$ cat src/design/sactc_ram.sv
// Single-port-write, registered-read memory with per-lane write mask.
module sactc_ram #(
   parameter int DEPTH  = 256,
   parameter int AW     = 8,
   parameter int LANES  = 1,
   parameter int LANE_W = 8
) (
   input  logic                          clock,
   input  logic                          wr_en,
   input  logic [AW-1:0]                 wr_addr,
   input  logic [LANES-1:0]              wr_mask,
   input  logic [LANES-1:0][LANE_W-1:0]  wr_data,
   input  logic                          rd_en,
   input  logic [AW-1:0]                 rd_addr,
   output logic [LANES-1:0][LANE_W-1:0]  rd_data_ff
);

   logic [LANES-1:0][LANE_W-1:0] mem [DEPTH];

   always_ff @(posedge clock) begin
      if (wr_en) begin
         for (int l = 0; l < LANES; l++) begin
            if (wr_mask[l]) begin
               mem[wr_addr][l] <= wr_data[l];
            end
         end
      end
   end

   always_ff @(posedge clock) begin
      if (rd_en) begin
         rd_data_ff <= mem[rd_addr];
      end
   end

endmodule

$ cat config.mk
export PLATFORM = sky130hd
export DESIGN_NAME = sactc_ram
export DESIGN_NICKNAME = d
export VERILOG_FILES = /design/src/design/sactc_ram.sv
export SDC_FILE = /design/constraint.sdc
export NUM_CORES = 2
export LEC_CHECK = 0
export ABC_AREA = 1
export BUFFER_PORTS_ARGS = -buffer_cell sky130_fd_sc_hd__buf_2
export CAP_MARGIN = 20
export CORE_AREA = 4 4 426 323
export CTS_CLUSTER_SIZE = 8
export DETAILED_ROUTE_END_ITERATION = 10
export DIE_AREA = 0 0 430 327
export PLACE_DENSITY_LB_ADDON = 0.2
export SETUP_SLACK_MARGIN = 0.4
export SLEW_MARGIN = 20
export SYNTH_ARGS = -nofsm -noshare
export SYNTH_HDL_FRONTEND = slang
export SYNTH_SLANG_ARGS = --single-unit
$ cat constraint.sdc
create_clock -name clock -period 2.25 [get_ports clock]
set_input_delay 0 -clock clock [delete_from_list [all_inputs] [get_ports clock]]
set_output_delay 0 -clock clock [all_outputs]
set_load 0.02 [all_outputs]
==> flow_metrics.py <==
metrics = {
    "synth": {
        "ys_seq_elements": 2056,
        "synth_edf_count": 2056,
        "synth.most_common_cell": "nand2_1",
        "synthTopCellsByArea": "edfxtp_1, nand3_1, nand2_1",
        "synth_area_um2": 83580,
        "synth_area_per_cell_um2": 11.93,
        "yosysWarnings": 0,
        "postSynthCellCount": 7005,
        "synth_top_area_share": 0.7387,
        "yosysTopAreaCell": "edfxtp_1",
        "syn_nets": 7033,
        "seq_area_frac_synth": 0.7387,
        "synth.distinct_cells": 12,
        "ys.flop_type": "edfxtp_1",
        "synthTopCellsByCount": "nand2_1, edfxtp_1, nand3_1",
        "async_flop_share": 0,
    },
    "sta": {
        "period_needed_ns": 1.955,
        "worst_slack_ns": 0.2947,
        "maxSlewHeadroom": 0.3747,
        "setup_tns_ns": 0,
        "finalCritPeriodShare": 0.8690,
        "drv_slew": 0,
        "skew_ns": 0.03695,
        "worstMarginPinSlew_ns": 0.9345,
        "hold_viol": 0,
        "finalSetupViolCount": 0,
        "rsz0062_at_grt": "yes",
        "max_freq_mhz": 511.4,
    },
    "clock_network": {
        "clock_latency_ns": 0.89,
        "cts_tree": "done",
        "path_clk_slew_ns": 0.05,
        "ctsRootBufferMaster": "clkbuf_16",
        "htree_levels": 5,
        "cts_made_buffers": 306,
        "clockBufferDepth": 4,
        "clock_sinks": 2056,
    },
    "power": {
        "p_total_uw": 86420,
        "p_per_area_nw_per_um2": 887.9,
        "max-vdd-ir-drop_uv": 829.5,
        "leakagePower_uw": 0.03502,
    },
    "setup_path": {
        "crit_path_end_kind": "flip-flop",
        "critPathMaxStageDelay_ns": 0.38,
        "cpLargestDelayFamily": "simple AND/OR/NAND/NOR gates",
        "critical_path_class": "flip-flop to flip-flop",
        "worstPathMaxFanout": 1,
        "path_common_cell": "nand3_1",
        "critPathBufInv": 0,
        "arrival_ns": 2.58,
        "critPathLaunchType": "flip-flop",
        "path_cells": "nand2_1 > nand3_1 > nand3_1 > nand3_1 > nand3_1 > nand3_1 > nand3_1 > nand2_1 > nand2_2 > nand2_1",
        "crit_slowest_cell": "edfxtp_1",
        "critPathRequiredTime_ns": 2.87,
    },
    "cells_and_area": {
        "final_nets": 7457,
        "multi_input_area_um2": 19500,
        "area_growth_pct": 16.46,
        "fillCellCount": 8488,
        "drive_gt1_frac": 0.1297,
        "seq_area_um2": 61740,
    },
    "placement": {
        "gp_congestion": 0.9148,
        "pre_cts_ws_ns": -0.1952,
        "port_buffers": 35,
        "dp_hpwl_mm": 141.4,
    },
    "routing": {
        "ant_nets": 0,
        "num_vias": 58390,
        "routed_via_density": 6.339,
        "drt-initial-drc-count": 9457,
        "drc": 0,
        "wl_mm": 237.8,
        "wl_per_cell_um": 25.82,
        "drt-pass1-iter-count": 7,
    },
    "grt": {
        "grt_pass1_wl_mm": 355.0,
        "grt_pass1_vias": 55760,
        "grt-ovfl-total": 0,
        "grt_max_degree": 104,
        "antenna_found_initial": 8,
        "grt_use_total": 0.3377,
    },
    "floorplanning": {
        "dieHeight_um": 327,
        "die_w_um": 430,
        "rows": 116,
        "die_area_um2": 140600,
        "core-area_um2": 133100,
        "start_util": 0.6280,
        "io_pins": 36,
    },
    "run_status": {
        "outcome": "complete, no violations",
    },
    "flow_run": {
        "maxCapViolations": 0,
    },
    "worst_hold_path": {
        "min_path_type": "primary input to flip-flop",
    },
}
-- per-stage QoR --
step | instances | instance area, um2 | utilization | hold slack [ns]
4_1_cts | 9205 | 97090 | 0.7295 | -0.3810
2_1_floorplan | 7005 | 83580 | - | 0.09887
6_report | 9212 | 97330 | 0.7313 | 0.02772
3_5_place_dp | 8862 | 88850 | 0.6676 | 0.4083
5_1_grt | 9209 | 97330 | 0.7313 | 0.01862
3_3_place_gp | 8862 | 88850 | 0.6676 | 0.4137
-- state kept, by name, summed over array words and instances, names as in the netlist --
signal      flops
mem          2048
rd_data_ff      8
-- path summary, 6_finish.rpt --
kind | startpoint | endpoint | slack (ns) | depth (start not counted)
min reg2reg | mem[24][5] | rd_data_ff[5] | 1.12 | 10
max reg2reg | mem[155][6] | rd_data_ff[6] | 0.29 | 10
min | rd_addr[5] | rd_data_ff[5] | 0.03 | 7
max | mem[155][6] | rd_data_ff[6] | 0.29 | 10
-- cell type report --
cell class / count / share of cell area
clock buffers: 309 / 0.07944
multi-input cells: 4426 / 0.2003
diodes: 3 / 0.00007713
inverters: 40 / 0.001890
repair buffers: 599 / 0.06022
well taps: 1770 / 0.02275
clock inverters: 9 / 0.0009641
flip-flops and latches: 2056 / 0.6343
-- cell usage in the layout, fill, tap and decap left out --
cell,n
inv_8,2
inv_4,1
dlygate4sd3_1,29
inv_16,1
nand3_1,1968
nand3_2,44
inv_2,1
edfxtp_1,2056
nor2_1,271
buf_8,11
nand2_1,2115
nand3_4,7
clkbuf_16,309
buf_4,434
inv_6,7
nor2_2,12
buf_12,101
inv_1,35
buf_2,23
diode_2,3
buf_6,1
nand2_2,9
clkinv_8,2
-- cell families after synthesis --
kind of cell / count (synthesis) / synth area share
and+or+nand+nor: 4426 / 0.2290
DFF: 2056 / 0.7387
buffers and inverters: 523 / 0.03229
-- routing by layer --
metal	wire length, um	vias to the layer above	track usage
met4	8629	4	0.1254
met1	90760	27960	0.4969
li1	-	25600	-
met5	27	-	0
met2	104700	4299	0.4883
met3	33740	533	0.09250
-- report_power, final --
group	internal (uW)	switching (uW)	leakage [uW]	total (uW)
registers	42300	26.8	0.0185	42300
logic	1480	3870	0.0127	5350
clock network	23900	14800	0.00385	38700
-- worst register-to-register path, stage by stage (launching register included) --
cell and delay [ns]:
edfxtp_1 0.38, nand2_1 0.10, nand3_1 0.11, nand3_1 0.10, nand3_1 0.12, nand3_1 0.18, nand3_1 0.19, nand3_1 0.18
nand2_1 0.09, nand2_2 0.16, nand2_1 0.08
-- timing repair --
action,CTS,global route
pin swaps,1,1
hold endpoints to repair,2136,8
hold buffers,25,4
resized for setup,35,44
buffers inserted,0,0
endpoints found under the setup margin,8,125
gates cloned,0,0
Note: power is estimated with default switching activity, not from simulation.
