==> config.mk <==
export PLATFORM = sky130hd
export DESIGN_NAME = sactc_decide
export DESIGN_NICKNAME = d
export VERILOG_FILES = /design/src/design/sactc_pkg.sv /design/src/design/sactc_decide.sv
export SDC_FILE = /design/constraint.sdc
export NUM_CORES = 1
export LEC_CHECK = 0
export ABC_AREA = 0
export BUFFER_PORTS_ARGS = -buffer_cell sky130_fd_sc_hd__buf_4
export CORE_MARGIN = 2
export CORE_UTILIZATION = 30
export DETAILED_ROUTE_END_ITERATION = 6
export PLACE_DENSITY_LB_ADDON = 0.2
export SLEW_MARGIN = 10
export SYNTH_ARGS = -nofsm -noshare
export SYNTH_HDL_FRONTEND = slang
export SYNTH_SLANG_ARGS = --single-unit
==> constraint.sdc <==
create_clock -name vclk -period 8.3
set_input_delay 1.66 -clock vclk [all_inputs]
set_output_delay 1.66 -clock vclk [all_outputs]
set_load 0.01 [all_outputs]
==> src/design/sactc_pkg.sv <==
// Types and constants of the set-associative cache tag controller.
package sactc_pkg;

   localparam int ADDR_W     = 32;
   localparam int SHIFT_W    = 5;
   localparam int CSR_IDX_W  = 3;
   localparam int CSR_DATA_W = 32;

   localparam logic [1:0] CMD_READ  = 2'd0;
   localparam logic [1:0] CMD_WRITE = 2'd1;
   localparam logic [1:0] CMD_FETCH = 2'd2;

   localparam logic [1:0] KIND_INSTR   = 2'd0;
   localparam logic [1:0] KIND_DATA    = 2'd1;
   localparam logic [1:0] KIND_UNIFIED = 2'd2;

   localparam logic [CSR_IDX_W-1:0] REG_WAYS_IN_USE    = 3'd0;
   localparam logic [CSR_IDX_W-1:0] REG_OFFSET_BITS    = 3'd1;
   localparam logic [CSR_IDX_W-1:0] REG_SET_BITS       = 3'd2;
   localparam logic [CSR_IDX_W-1:0] REG_WRITE_ALLOCATE = 3'd3;
   localparam logic [CSR_IDX_W-1:0] REG_CACHE_KIND     = 3'd4;

   typedef struct packed {
      logic [3:0] ways_in_use;
      logic [2:0] offset_bits;
      logic [3:0] set_bits;
      logic       write_allocate;
      logic [1:0] cache_kind;
   } cfg_type;

   localparam cfg_type CFG_RESET = '{
      ways_in_use:    4'd1,
      offset_bits:    3'd2,
      set_bits:       4'd0,
      write_allocate: 1'b1,
      cache_kind:     KIND_UNIFIED
   };

   typedef struct packed {
      logic              accepted;
      logic              hit;
      logic              writeback_valid;
      logic [ADDR_W-1:0] writeback_address;
   } rsp_type;

endpackage

==> src/design/sactc_decide.sv <==
// Way compare, fill/victim choice and row update for one access.
module sactc_decide #(
   parameter int MAX_WAYS = 8,
   parameter int SET_AW   = 8
) (
   input  logic [1:0]                                        command,
   input  sactc_pkg::cfg_type                                cfg,
   input  logic [$clog2(MAX_WAYS+1)-1:0]                     eff_ways,
   input  logic [sactc_pkg::SHIFT_W-1:0]                     shift,
   input  logic [sactc_pkg::ADDR_W-1:0]                      tag,
   input  logic [SET_AW-1:0]                                 set_idx,
   input  logic [MAX_WAYS-1:0]                               valid_row,
   input  logic [MAX_WAYS-1:0]                               dirty_row,
   input  logic [((MAX_WAYS > 1) ? $clog2(MAX_WAYS) : 1)-1:0] ptr,
   input  logic [MAX_WAYS-1:0][sactc_pkg::ADDR_W-1:0]        tag_row,
   output logic                                              meta_we,
   output logic [MAX_WAYS-1:0]                               valid_new,
   output logic [MAX_WAYS-1:0]                               dirty_new,
   output logic [((MAX_WAYS > 1) ? $clog2(MAX_WAYS) : 1)-1:0] ptr_new,
   output logic [MAX_WAYS-1:0]                               tag_we,
   output sactc_pkg::rsp_type                                res
);

   localparam int PTR_W     = (MAX_WAYS > 1) ? $clog2(MAX_WAYS) : 1;
   localparam int WAY_CNT_W = $clog2(MAX_WAYS+1);

   logic                 accepted;
   logic                 is_write;
   logic                 hit;
   logic [PTR_W-1:0]     hit_way;
   logic                 free_found;
   logic [PTR_W-1:0]     free_way;
   logic                 stop;
   logic [PTR_W-1:0]     victim;
   logic [WAY_CNT_W-1:0] next_ptr;
   logic [PTR_W-1:0]     fill_way;

   assign is_write = (command == sactc_pkg::CMD_WRITE);

   always_comb begin
      accepted = 1'b1;
      if (command != sactc_pkg::CMD_READ && command != sactc_pkg::CMD_WRITE &&
          command != sactc_pkg::CMD_FETCH) begin
         accepted = 1'b0;
      end else if (cfg.cache_kind == sactc_pkg::KIND_INSTR &&
                   command != sactc_pkg::CMD_FETCH) begin
         accepted = 1'b0;
      end else if (cfg.cache_kind == sactc_pkg::KIND_DATA &&
                   command == sactc_pkg::CMD_FETCH) begin
         accepted = 1'b0;
      end
   end

   // ways fill in order: search stops at the first free way or the first hit
   always_comb begin
      hit        = 1'b0;
      hit_way    = '0;
      free_found = 1'b0;
      free_way   = '0;
      stop       = 1'b0;
      for (int j = 0; j < MAX_WAYS; j++) begin
         if (WAY_CNT_W'(j) < eff_ways && !stop) begin
            if (!valid_row[j]) begin
               free_found = 1'b1;
               free_way   = PTR_W'(j);
               stop       = 1'b1;
            end else if (tag_row[j] == tag) begin
               hit     = 1'b1;
               hit_way = PTR_W'(j);
               stop    = 1'b1;
            end
         end
      end
   end

   always_comb begin
      victim = ptr;
      if (WAY_CNT_W'(ptr) >= eff_ways) begin
         victim = '0;
      end
      next_ptr = WAY_CNT_W'(victim) + WAY_CNT_W'(1);
      if (next_ptr >= eff_ways) begin
         next_ptr = '0;
      end
   end

   assign fill_way = free_found ? free_way : victim;

   always_comb begin
      meta_we   = 1'b0;
      valid_new = valid_row;
      dirty_new = dirty_row;
      ptr_new   = ptr;
      tag_we    = '0;
      res       = '0;
      if (accepted) begin
         res.accepted = 1'b1;
         if (hit) begin
            res.hit = 1'b1;
            if (is_write) begin
               dirty_new[hit_way] = 1'b1;
               meta_we            = 1'b1;
            end
         end else if (!is_write || cfg.write_allocate) begin
            meta_we             = 1'b1;
            valid_new[fill_way] = 1'b1;
            dirty_new[fill_way] = is_write;
            tag_we[fill_way]    = 1'b1;
            if (!free_found) begin
               ptr_new = next_ptr[PTR_W-1:0];
               if (dirty_row[victim]) begin
                  res.writeback_valid   = 1'b1;
                  res.writeback_address = (tag_row[victim] << shift) |
                                          (sactc_pkg::ADDR_W'(set_idx) << cfg.offset_bits);
               end
            end
         end
      end
   end

endmodule

==> metrics.md <==
| Metric | Value |
|---|---|
| Rel. slew slack | `0.219` |
| Die Height | `about 180 um` |
| Rows | `between 60 and 70` |
| Grt ovf | `0` |
| Final Core Density | `0.411` |
| Layout cells sized above 1 | `0.337` |
| Hold crit path type | `input pin to primary output` |
| Most numerous cell in the Yosys netlist | `xor2_1` |
| Fin. max-slew vios | `0` |
| Crit path time final | `between 7000 and 8000 ps` |
| CP Capture Type | `primary output` |
| Port Buffers | `between 300 and 400` |
| Wire per inst | `28.1 um` |
| Synth Cell Area | `8790 um2` |
| Antenna viol nets, final | `0` |
| Vias | `between 10000 and 15000` |
| Initial antenna violation count | `7` |
| DIE AREA | `about 31000 um2` |
| First drt pass iteration count | `5` |
| Synthesis-to-layout area growth | `34.5%` |
| Synth warn | `0` |
| Netlist cell types | `81` |
| Fill count | `between 3000 and 4000` |
| Count of clock buffers in the final design | `0` |
| Largest net degree at the start of global routing | `46` |
| Average size of a mapped cell | `7.28 um2` |
| Via density per instance | `6.03` |
| CP Launch Type | `input pin` |
| Vias in the first global route | `approximately 11000` |
| RSZ-0062 raised after global routing | `false` |
| Final TNS setup | `0 ps` |
| Leading area contributor after synthesis | `xor2_1` |
| Peak Freq | `approximately 0.14 GHz` |
| Area contributors post-synth | `xor2_1 22%, mux4_2 10%, mux2i_1 8.3%` |
| Hold Buf Count CTS | `0` |
| Sequential-to-total area share from yosys stat | `0` |
| Final Hold Fails | `0` |
| Core Box Area | `around 29000 um2` |
| Critical path peak fanout | `31` |
| Routability cong. | `1.05` |
| Detailed Route Iter0 Violations | `approximately 1200` |
| Critical setup path kind | `input pin to primary output` |
| P_leak | `about 5 nW` |
| Final setup vio count | `0` |
| Worst vdd ir | `~32 uV` |
| Dpl hpwl | `~45000 um` |
| Nets | `between 1500 and 2000` |
| Die Width | `175 um` |
| CP dominant cell by count | `buf_4` |
| Fin crit share | `0.886` |
| Register area | `0 um2` |
| Final wirelength | `~53000 um` |
| CP peak stage delay | `about 700 ps` |
| Post-CTS sizing | `0` |
| Required @ worst endpoint | `6640 ps` |
| Crit path cell chain | `buf_4, xor2_1, nor4_1, nand4_1, o21ai_1, nor3_1, o311ai_1, nor2b_1, and3b_1, nand2_4, a2111oi_1, buf_4` |
| Power, Total | `around 0.85 mW` |
| Worst slew pin tran | `roughly 1200 ps` |
| Pwr/cell area | `around 72 nW/um2` |
| First-pass GRT wire length | `roughly 76000 um` |
| Mapped Nets | `around 1600` |
| Number of max-cap violations | `0` |
| Initial core utilization | `0.305` |
| Critical-path top delay cell | `o21ai_1` |
| Synth cell count leaders | `222 x xor2_1, 100 x a21oi_1, 83 x nor2_1` |
| Num sequential | `0` |
| # IOs | `around 400` |
| Drt drc | `0` |
| Status | `completed` |
| Crit path arrival time | `roughly 5700 ps` |
| Synth Instances | `approximately 1200` |
| Total GRT Usage | `0.333` |
| Synth top area share | `0.221` |
| Setup Buffers After CTS | `0` |
[cell type report]
| cell class | count | area (um2) | share of cell area |
|---|---|---|---|
| Multi-Input combinational cell | 1064 | 8120 | 0.687 |
| Timing Repair Buffer | 408 | 3060 | 0.259 |
| Tap cell | 384 | 480 | 0.0406 |
| Inverter | 39 | 146 | 0.0124 |
| Antenna cell | 7 | 17.5 | 0.00148 |
[report_power, final]
part	switching [mW]	total [mW]	internal, mW
Sequential	0	0	0
Combinational	0.496	0.854	0.358
Clock	0	0.000000113	0.000000113
[stage by stage]
stage / cells / hold slack (ps) / cell area (um2) / setup slack [ps]
6_report: 1902 / 3600 / 11800 / 945
5_1_grt: 1902 / 3620 / 11800 / 728
4_1_cts: 1895 / 3610 / 11800 / 1030
3_5_place_dp: 1895 / 3610 / 11800 / 1050
3_3_place_gp: 1895 / 3610 / 11800 / 1110
2_1_floorplan: 1208 / 3400 / 8790 / 1820
[placed cells by master (no fill, tap or decap), drive strengths merged, types with 5 or more instances in the layout]
master	n
xor2	222
nand2	64
o22ai	62
or2	14
xnor2	36
a211o	5
nor3	28
a2111oi	6
nand2b	12
a21oi	102
mux4	40
and3	6
nor2	87
nor4	59
o32ai	6
inv	35
mux2	24
o31ai	11
a211oi	17
nor2b	7
nand3	18
mux2i	73
nand4	22
o211ai	7
ha	8
buf	408
and2	6
diode	7
a21o	10
o21ai	44
a31oi	11
[critical path, delay by kind of cell]
| family | cells | cell delay (ps) |
|---|---|---|
| and+or+nand+nor | 6 | 1800 |
| AOI/OAI and AO/OA | 3 | 1640 |
| buffers and inverters | 2 | 370 |
| xor gates and xnor gates | 1 | 180 |
[final timing paths]
check                 slack, ps  cells after the start          from            to
worst max-delay path        940                     12       tag[15]       res[15]
worst min-delay path       3600                      3  valid_row[6]  valid_new[6]
[cells by family after synthesis]
kind of cell / Yosys count / synth area share
xor+xnor: 258 / 0.257
simple gates: 340 / 0.198
fa+ha+maj: 8 / 0.0114
mux: 137 / 0.216
buf+inv: 144 / 0.0769
compound gates: 321 / 0.240
[metal layers]
layer / share of wire / global-route usage / vias up
met5: 0.00021 / 0 / -
met3: 0.093 / 0.0568 / 112
met4: 0.045 / 0.128 / 2
li1: - / - / 5104
met1: 0.40 / 0.437 / 5499
met2: 0.46 / 0.542 / 755
(Power assumes the default switching activity.)
